===== src/hdl/block_average_pixelate_core_macros.svh =====
// ----------------------------------------------------------------------------
// Assertion macros for the block average pixelate core
// Shared property wrappers, clocked on i_clk and disabled during reset.
// ----------------------------------------------------------------------------
`ifndef BLOCK_AVERAGE_PIXELATE_CORE_MACROS_SVH
`define BLOCK_AVERAGE_PIXELATE_CORE_MACROS_SVH

// Same-cycle implication
`define BAP_ASSERT_NOW(lbl, ante, cons, msg) \
    lbl: assert property (@(posedge i_clk) disable iff (!i_rst_n) (ante) |-> (cons)) \
        else $error(msg);

// Next-cycle implication
`define BAP_ASSERT_NEXT(lbl, ante, cons, msg) \
    lbl: assert property (@(posedge i_clk) disable iff (!i_rst_n) (ante) |=> (cons)) \
        else $error(msg);

`endif


===== src/hdl/bap_ram.sv =====
// ----------------------------------------------------------------------------
// bap_ram
// Generic simple dual-port RAM, one write and one registered read port.
// ----------------------------------------------------------------------------
module bap_ram #(
    parameter int WIDTH = 8,
    parameter int DEPTH = 16
) (
    input  logic                     i_clk,
    input  logic                     i_we,
    input  logic [$clog2(DEPTH)-1:0] i_waddr,
    input  logic [WIDTH-1:0]         i_wdata,
    input  logic [$clog2(DEPTH)-1:0] i_raddr,
    output logic [WIDTH-1:0]         o_rdata
);
    logic [WIDTH-1:0] r_mem [DEPTH];
    logic [WIDTH-1:0] r_rdata;

    always_ff @(posedge i_clk) begin
        if (i_we) begin
            r_mem[i_waddr] <= i_wdata;
        end
        r_rdata <= r_mem[i_raddr];
    end

    assign o_rdata = r_rdata;
endmodule


===== config.mk =====
export PLATFORM = sky130hd
export DESIGN_NAME = bap_ram
export DESIGN_NICKNAME = d
export VERILOG_FILES = /design/src/hdl/block_average_pixelate_core_macros.svh /design/src/hdl/bap_ram.sv
export SDC_FILE = /design/constraint.sdc
export NUM_CORES = 1
export LEC_CHECK = 0
export BUFFER_PORTS_ARGS = -buffer_cell sky130_fd_sc_hd__buf_2
export CORE_MARGIN = 2
export CORE_UTILIZATION = 30
export DETAILED_ROUTE_END_ITERATION = 10
export PLACE_DENSITY = 0.43
export SYNTH_ARGS = -nofsm -noshare
export SYNTH_HDL_FRONTEND = slang
export SYNTH_SLANG_ARGS = --single-unit

===== constraint.sdc =====
create_clock -name i_clk -period 2.41 [get_ports i_clk]
set_input_delay 0.482 -clock i_clk [delete_from_list [all_inputs] [get_ports i_clk]]
set_output_delay 0.482 -clock i_clk [all_outputs]
set_load 0.1 [all_outputs]

==> summary.txt <==
Route
  • DR pass1 iterations: 4
  • Initial DRC count: 232
  • Total wire length: 10840 µm
  • Post-DRT Antenna Nets: 0
  • Routed vias/inst: 4.746
  • Via count: 2449
  • DRC: 0
  • DR WL/cell: 21.01 µm

Yosys
  • Syn. warnings: 0
  • Largest cells by area after synthesis: edfxtp_1 75%, mux4_2 7.9%, mux4_1 7.1%, dfxtp_1 3.1%, a22oi_1 2.3%
  • Avg Synthesized Cell Area: roughly 22 µm²
  • Sequential share of the synthesized area: 0.7778
  • Post-Synth Simple-Gate Area: 0.03184
  • Adder-cell share of the synthesized area: 0
  • Net Count, Synth: around 250
  • Mapped Cells: 229
  • Post-synth top area share: 0.7467
  • Post-synthesis instance area: 0.005147 mm²
  • Netlist cell types: 19
  • Synth Area in Compound Gates: 0.02333
  • #FFs+latches synth: between 100 and 150
  • Synth area leader: edfxtp_1
  • Largest family of logic cells by synthesized area: multiplexers
  • Mux cell area share after synthesis: 0.1502
  • Xor and xnor fraction of the mapped netlist area: 0

Job
  • # Max-Cap Violations: 0

Layout
  • Cell area after layout: 0.006205 mm²
  • Area growth, synth to finish: 20.54%
  • Post-Layout Cell Count: 516
  • Most common cell after layout, fill and taps aside: edfxtp_1
  • Final layout net count: 301
  • Commonest non-fill, non-tap cells in the layout: 128 x edfxtp_1, 25 x buf_2, 18 x mux4_2, 18 x buf_4, 17 x clkbuf_16
  • Antenna cell count: 0
  • Fill count: around 1600
  • Layout cells sized above 1: 0.3041

GRT
  • Overall Global Routing Usage: 0.1284
  • Vias in the first global route: 2538
  • Largest net degree at the start of global routing: 33
  • GR Overflow Total: 0
  • First-pass GRT wire length: about 16000 µm
  • Initial antenna violation count: 0

Setup path
  • CP top delay family: buffers and inverters
  • Critical Path, Cell by Cell: buf_2
  • WS Path Type: reg2out
  • Cell depth of the worst flop-to-flop path: 3
  • Crit start category: flop
  • Critical Path RT: 1930 ps
  • CP Capture Type: primary output
  • R2r startpoint: r_mem[5][3]
  • Worst-path maximum fanout: 1
  • CP Data Arrival Time: about 1200 ps
  • Worst reg2reg endpoint: o_rdata[3]
  • R2R Setup Slk: 970 ps
  • CP max stage cell: buf_2
  • WP buf/inv: 1
  • Max incr delay on CP: 450 ps

Floorplanning
  • Die width: 135.0 µm
  • Ports: 26
  • Die footprint: 0.01822 mm²
  • FP Rows: 47
  • Core area: 0.01670 mm²
  • Die height: 135.0 µm
  • Initial core utilization: 0.3082

STA
  • TNS Setup: 0 ps
  • Ratio of final minimum period to clock period: 0.7090
  • Highest clock rate: 0.5853 GHz
  • Final min period: about 1700 ps
  • RSZ-0062 raised after global routing: false
  • Final WS setup: 701.4 ps
  • Final Max Tran Viols: 0
  • Final setup violation count: 0
  • Hold Vio Cnt, Final: 0
  • Worst Clk Skew: 7.416 ps
  • Worst Max-Slew Pin Slew: 520.5 ps
  • Worst slew margin: 0.6517

Power
  • Clock Power Share: 0.451
  • Comb power frac: 0.066
  • Pint: 4350 µW
  • Power density over cell area: 888.6 mW/mm²
  • Sw Pwr: about 1200 µW
  • Total power: 5513 µW
  • Cell leakage power: between 0.002 and 0.0025 µW
  • Switch share: 0.2110
  • Max VDD drop: 0.5072 mV
  • Seq pwr share: 0.483

Clock tree
  • CTS max path bufs: 2
  • PostCTS Resize Cnt: 0
  • Cts bufs inserted: 17
  • Post-CTS Hold Fix Bufs: 0
  • TritonCTS clock tree: done
  • CTS clk-pin slew, worst paths: 60 ps
  • Setup Buffers After CTS: 0
  • H-Tree Depth: 4
  • Worst skew pair latency: between 400 and 500 ps
  • Root buffer cell: clkbuf_16
  • Clock sink count: 136

Placed design
  • Placer Congestion: between 0.6 and 0.7
  • Port Buf Inserts: 25
  • Placed insts: 484
  • Setup WS pre-CTS: about 350 ps
  • Dpl cell area: 0.005637 mm²
  • Dpl hpwl: 6890 µm

Worst hold path
  • Hold Path Sink: r_mem[1][5]
  • Class of the most critical hold timing path: in2reg
  • Hold wc startpoint: i_wdata[5]
  • WHS Path Cells: 1

Status
  • Status: complete, no violations
kinds of logic (layout without fill, tap and decap cells):
kind of cell / Yosys count / in the layout
mux: 32 / 32
compound gates: 16 / 16
simple gates: 35 / 35
buf+inv: 10 / 77
flops: 136 / 136
stage by stage:
step	hold slack [ps]	utilization
after CTS	442.7	0.3715
after global placement	655.5	0.3375
final	457.4	0.3715
after detailed placement	667.3	0.3375
after global routing	457.5	0.3715
after floorplan	580.9	-
synthesized netlist by cell type:
master and count:
nor2_1 13, and2_1 1, nand3_1 1, clkdlybuf4s25_2 3, nand2b_1 2, mux4_1 14
nand3b_1 2, buf_4 1, buf_2 3, nand2_1 9, or3b_2 1, buf_6 3
dfxtp_1 8, edfxtp_1 128, and2b_1 1, a22oi_1 16, mux4_2 18, nor3_1 4
nor2b_1 1
worst max path at each step:
stage,slack (ps),cells after the start,to,startpoint
after global routing,650,1,o_rdata[0],o_rdata[0]
after detailed placement,350,5,o_rdata[1],i_raddr[0]
final,700,1,o_rdata[0],o_rdata[0]
after floorplan,440,2,r_mem[0][0],i_waddr[2]
after global placement,340,5,o_rdata[1],i_raddr[0]
after CTS,630,1,o_rdata[0],o_rdata[0]
cell type report:
cell class | instances | area [µm²] | area share
sequential | 136 | 4004 | 0.6453
multi-input combinational | 83 | 1057 | 0.1704
clock buffer | 19 | 432.9 | 0.06977
timing repair buffer | 45 | 300.3 | 0.04840
tap | 220 | 275.3 | 0.04436
clock inverter | 13 | 135.1 | 0.02178
layer usage:
layer,track usage,share of wire,vias to the layer above
met4,0.04688,0.011,0
met5,0,0,-
li1,-,-,1082
met1,0.1809,0.49,1310
met3,0.03641,0.030,9
met2,0.1904,0.47,48
state kept, by name, indices dropped and copies added (netlist names):
signal and cells:
r_mem 128, o_rdata 8
power by group through the flow:
| stage | combinational (µW) | clock [µW] | sequential [µW] |
|---|---|---|---|
| global route | 390 | 2640 | 2670 |
| finish | 366 | 2490 | 2660 |
| floorplan | 134 | 0 | 2820 |
| CTS | 372 | 2540 | 2660 |
| global placement | 369 | 0 | 2710 |
| detailed placement | 372 | 0 | 2710 |
Power figures use the tool's default switching activity.
