**src/hdl/block_average_pixelate_core_macros.svh**
```systemverilog
// ----------------------------------------------------------------------------
// Assertion macros for the block average pixelate core
// Shared property wrappers, clocked on i_clk and disabled during reset.
// ----------------------------------------------------------------------------
`ifndef BLOCK_AVERAGE_PIXELATE_CORE_MACROS_SVH
`define BLOCK_AVERAGE_PIXELATE_CORE_MACROS_SVH

// Same-cycle implication
`define BAP_ASSERT_NOW(lbl, ante, cons, msg) \
    lbl: assert property (@(posedge i_clk) disable iff (!i_rst_n) (ante) |-> (cons)) \
        else $error(msg);

// Next-cycle implication
`define BAP_ASSERT_NEXT(lbl, ante, cons, msg) \
    lbl: assert property (@(posedge i_clk) disable iff (!i_rst_n) (ante) |=> (cons)) \
        else $error(msg);

`endif

```
**src/hdl/bap_pkg.sv**
```systemverilog
// ----------------------------------------------------------------------------
// bap_pkg
// Shared constants and types of the block average pixelate core.
// ----------------------------------------------------------------------------
package bap_pkg;
    localparam int SUM_W      = 20;
    localparam int CNT_W      = 13;
    localparam int POS_W      = 12;
    localparam int OFS_W      = 6;
    localparam int BS_W       = 7;
    localparam int PIX_W      = 8;
    localparam int NUM_CH     = 4;
    localparam int NUM_LANES  = 5;
    localparam int DIV_STEPS  = SUM_W;
    localparam int STEP_W     = $clog2(DIV_STEPS);
    localparam int MAX_WIDTH  = 4096;
    localparam int MAX_HEIGHT = 4096;
    localparam int MAX_BLOCK  = 64;
    localparam int ADDR_W     = 4;

    localparam logic [1:0] REG_WIDTH  = 2'd0;
    localparam logic [1:0] REG_HEIGHT = 2'd1;
    localparam logic [1:0] REG_BLOCK  = 2'd2;

    typedef logic [NUM_LANES-1:0][SUM_W-1:0] t_lanes;
    typedef logic [NUM_LANES-1:0][CNT_W-1:0] t_dens;

    typedef enum logic [2:0] {
        S_IDLE,
        S_READ,
        S_CALC,
        S_DIV,
        S_OUT
    } t_state;
endpackage

```
**src/hdl/bap_div.sv**
```systemverilog
// ----------------------------------------------------------------------------
// bap_div
// Restoring divider, one quotient bit per cycle on all lanes in parallel.
// ----------------------------------------------------------------------------
module bap_div (
    input  logic                 i_clk,
    input  logic                 i_rst_n,
    input  logic                 i_start,
    input  bap_pkg::t_lanes      i_num,
    input  bap_pkg::t_dens       i_den,
    output logic                 o_done,
    output bap_pkg::t_lanes      o_quot
);
    import bap_pkg::*;

    logic                r_busy;
    logic [STEP_W-1:0]   r_step;
    t_lanes              r_quot, n_quot;
    t_dens               r_den;
    logic [NUM_LANES-1:0][CNT_W-1:0] r_rem, n_rem;
    logic [CNT_W:0]      trial;

    always_comb begin
        n_quot = r_quot;
        n_rem  = r_rem;
        trial  = '0;
        for (int l = 0; l < NUM_LANES; l++) begin
            trial = {r_rem[l], r_quot[l][SUM_W-1]};
            n_quot[l] = {r_quot[l][SUM_W-2:0], 1'b0};
            if (trial >= {1'b0, r_den[l]}) begin
                trial = trial - {1'b0, r_den[l]};
                n_quot[l][0] = 1'b1;
            end
            n_rem[l] = trial[CNT_W-1:0];
        end
    end

    always_ff @(posedge i_clk) begin
        if (!i_rst_n) begin
            r_busy <= 1'b0;
            r_step <= '0;
        end else if (i_start) begin
            r_busy <= 1'b1;
            r_step <= '0;
        end else if (r_busy) begin
            r_step <= r_step + 1'b1;
            if (r_step == STEP_W'(DIV_STEPS - 1)) begin
                r_busy <= 1'b0;
            end
        end
    end

    always_ff @(posedge i_clk) begin
        if (i_start) begin
            r_quot <= i_num;
            r_den  <= i_den;
            r_rem  <= '0;
        end else if (r_busy) begin
            r_quot <= n_quot;
            r_rem  <= n_rem;
        end
    end

    assign o_done = r_busy && (r_step == STEP_W'(DIV_STEPS - 1));
    assign o_quot = n_quot;
endmodule
```
**config.mk**
```make
export PLATFORM = sky130hd
export DESIGN_NAME = bap_div
export DESIGN_NICKNAME = d
export VERILOG_FILES = /design/src/hdl/block_average_pixelate_core_macros.svh /design/src/hdl/bap_pkg.sv /design/src/hdl/bap_div.sv
export SDC_FILE = /design/constraint.sdc
export NUM_CORES = 1
export LEC_CHECK = 0
export BUFFER_PORTS_ARGS = -buffer_cell sky130_fd_sc_hd__buf_2
export CORE_ASPECT_RATIO = 0.6
export CORE_MARGIN = 4
export CORE_UTILIZATION = 50
export CTS_CLUSTER_SIZE = 12
export DETAILED_ROUTE_END_ITERATION = 8
export GPL_TIMING_DRIVEN = 0
export PLACE_DENSITY = 0.82
export SLEW_MARGIN = 20
export SYNTH_ARGS = -nofsm -noshare
export SYNTH_HDL_FRONTEND = slang
export SYNTH_SLANG_ARGS = --single-unit
```
**constraint.sdc**
```tcl
create_clock -name i_clk -period 3.7 [get_ports i_clk]
set_input_delay 0.37 -clock i_clk [delete_from_list [all_inputs] [get_ports i_clk]]
set_output_delay 0.37 -clock i_clk [all_outputs]
set_load 0.03 [all_outputs]
```
==> flow_metrics.env <==
export IMPL_required_ps=3330
export IMPL_final_cell_area_sq_um=15800
export IMPL_gp_congestion=0.908
export IMPL_area_growth_pct=21.7
export IMPL_grt_max_degree=83
export IMPL_clk_pin_slew_ps=60
export IMPL_start_util_pct=51.1
export IMPL_nFillCells=2064
export IMPL_grt_pass1_vias=9485
export IMPL_dp_final_hpwl_um=24700
export IMPL_synth_edf_count=165
export IMPL_worstPathMaxFanout=10
export IMPL_design_core_area_sq_um=25400
export IMPL_cts_sinks=236
export IMPL_slew_headroom_pct=42.4
export IMPL_dieHeight_um=133
export IMPL_drv_cap=0
export IMPL_place_area_sq_um=14900
export IMPL_io_pins=269
export IMPL_die_area_sq_um=28800
export IMPL_grt_pass1_wl_um=50600
export IMPL_final_max_slew_viol_count=0
export IMPL_crit_top_cell="buf_6"
export IMPL_fin_crit_sh_pct=95.0
export IMPL_io_buffers=268
export IMPL_cts_tree="built"
export IMPL_arrival_ps=3150
export IMPL_dr_wl_met2_um=14500
export IMPL_tightest_slew_ps=864
export IMPL_avgViaCountPerCell=5.31
export IMPL_cp_start_kind="flop"
export IMPL_wire_per_inst_um=17.7
export IMPL_grt_ovfl_total=0
export IMPL_synth_seq_area_share_pct=49.0
export IMPL_clock_path_buffers=3
export IMPL_highest_layer="met5"
export IMPL_post_route_util_pct=62.3
export IMPL_num_vias=9790
export IMPL_drtIter0Drc=777
export IMPL_crit_chain="ha_1, fa_1, nand2b_1, o2bb2ai_2, a311o_1, a31oi_2, a211o_1, buf_6, buf_6, clkbuf_4"
export IMPL_syn_inst=1155
export IMPL_synth_cell_types=83
export IMPL_synthArstFlopShare_pct=0
export IMPL_register_area_sq_um=6380
export IMPL_cts_max_level=1
export IMPL_synth_main_ff_cell="edfxtp_1"
export IMPL_drc=0
export IMPL_die_w_um=216
export IMPL_ir_worst_vdd_mv=0.408
export IMPL_drive_above_1_share_pct=35.8
export IMPL_antenna_found_initial=4
export IMPL_hold_path_class="primary input to flop"
export IMPL_leakage_nw=6.86
export IMPL_period_needed_ps=3520
export IMPL_yosysWarnings=0
export IMPL_rows=45
export IMPL_track_usage_pct=21.7
export IMPL_syn_avg_cell_area_sq_um=11.3
export IMPL_status="complete, no violations"
export IMPL_wl_met1_um=14900
export IMPL_ys_ff_latch=236
export IMPL_cp_slowest_cell="edfxtp_1"
export IMPL_final_net_count=1709
export IMPL_wl_um=32600
export IMPL_cp_end_kind="primary output"
export IMPL_cts_root_buffer="clkbuf_16"
export IMPL_fin_skew_ps=17.2
export IMPL_setup_viol=0
export IMPL_post_place_ws_ps=629
export IMPL_critPathKind="flop to primary output"
export IMPL_slowest_delay_ps=410
export IMPL_multi_input_area_sq_um=5440
export IMPL_firstDrtPassIters=7
export IMPL_cts_buffers_inserted=25
export IMPL_pwr_density_cell_nw_per_um2=448
export IMPL_rsz0062_at_grt="false"
export IMPL_synth_nets=1394
export IMPL_clk_latency_ps=530
export IMPL_wl_met3_um=2690
export IMPL_final_setup_worst_slack_ps=185
export IMPL_max_freq_mhz=284
export IMPL_hold_slack_ps=21.9
export IMPL_final_antenna_net_count=0
export IMPL_final_hold_viol_count=0
export IMPL_final_common_cell="buf_2"
export IMPL_syn_area_sq_um=13000
export IMPL_mostFrequentLayoutCells="buf_2, edfxtp_1, mux2_2"
==> final timing paths <==
check	startpoint	to	slack, ps	cells after the start
worst max-delay path	r_den[0]$_DFFE_PP_	o_quot[0]	180	10
worst min-delay path	i_den[50]	r_den[50]$_DFFE_PP_	20	1
worst max register to register	r_quot[79]$_DFFE_PP_	o_quot[61]$_DFFE_PP_	780	11
worst min register to register	r_rem[12]$_SDFFE_PP0P_	r_rem[12]$_SDFFE_PP0P_	470	2
==> power breakdown <==
part           switching [mW]  internal [mW]
combinational           0.839          0.662
clock                    1.01           1.38
sequential              0.121           3.08
==> Yosys cell counts (4+ instances only) <==
| master | number | area, sq um |
|---|---|---|
| xor2_1 | 21 | 184 |
| fa_1 | 5 | 100 |
| inv_1 | 81 | 304 |
| o211ai_1 | 4 | 30.0 |
| xnor2_1 | 26 | 228 |
| nor3_1 | 13 | 65.1 |
| o21ai_0 | 28 | 140 |
| o21ai_1 | 21 | 105 |
| a31oi_1 | 14 | 87.6 |
| o31ai_1 | 6 | 45.0 |
| a311oi_1 | 8 | 70.1 |
| nand3_1 | 18 | 90.1 |
| o31a_1 | 5 | 43.8 |
| mux2_2 | 100 | 1130 |
| nor2b_1 | 13 | 81.3 |
| nand2_1 | 77 | 289 |
| nor2_1 | 64 | 240 |
| nand4_1 | 7 | 43.8 |
| edfxtp_1 | 165 | 4950 |
| or3_1 | 7 | 43.8 |
| a21oi_1 | 32 | 160 |
| o311ai_0 | 5 | 43.8 |
| a21o_1 | 8 | 60.1 |
| mux2i_1 | 37 | 370 |
| ha_1 | 66 | 826 |
| buf_4 | 99 | 743 |
| and3_1 | 8 | 50.1 |
| buf_1 | 4 | 15.0 |
| dfxtp_1 | 71 | 1420 |
| nand2b_1 | 10 | 62.6 |
| clkbuf_1 | 30 | 113 |
| o21a_1 | 15 | 113 |
| a211oi_1 | 9 | 67.6 |
==> stage by stage <==
stage / TNS, ps / std cells / total power, mW
2_1_floorplan: 0 / 1155 / 4.27
5_1_grt: 0 / 1843 / 7.42
4_1_cts: 0 / 1839 / 7.15
3_3_place_gp: -227920 / 1775 / 4.67
3_5_place_dp: 0 / 1777 / 4.72
6_report: 0 / 1843 / 7.10
==> layer usage <==
metal / vias up / GRT usage, %
met5: - / 0
met4: 2 / 3.80
met3: 42 / 5.58
li1: 4736 / -
met2: 362 / 33.2
met1: 4648 / 31.7
==> cell type report <==
cell class              instances  share of cell area [%]
flip-flops and latches        236                    40.2
multi-input cells             699                    34.4
repair buffers                288                    9.93
plain buffers                 137                    5.76
clock buffers                  42                    4.76
well taps                     352                    2.78
inverters                      83                    2.00
clock inverters                 3                   0.118
diodes                          3                  0.0474
==> worst max-delay path: cells and delay by family, from the launching register on <==
kind	cells	cell delay [ps]
compound gates	4	850
fa+ha+maj	2	640
buf+inv	3	540
flops	1	410
simple gates	1	170
==> state kept, by name (all words and copies together) (netlist names) <==
name,count
o_quot,95
r_busy,1
r_den,65
r_quot,5
r_rem,65
r_step,5
==> cell families (layout without fill, tap and decap cells) <==
kind of cell,after synthesis,count (layout),share of synthesized area [%]
AOI/OAI and AO/OA,202,202,10.9
muxes,138,138,11.6
and+or+nand+nor,241,241,8.84
DFF,236,236,49.0
adders and majority gates,71,71,7.11
xor gates and xnor gates,47,47,3.16
buffers and inverters,220,553,9.38
other,0,3,0
==> timing repair <==
| action | CTS | global route |
|---|---|---|
| hold endpoints to repair | 17 | 1 |
| buffers inserted | 0 | 0 |
| gates resized for setup | 0 | 5 |
| setup endpoints to repair | 0 | 2 |
| hold buffers | 17 | 1 |
(Power assumes the default switching activity.)
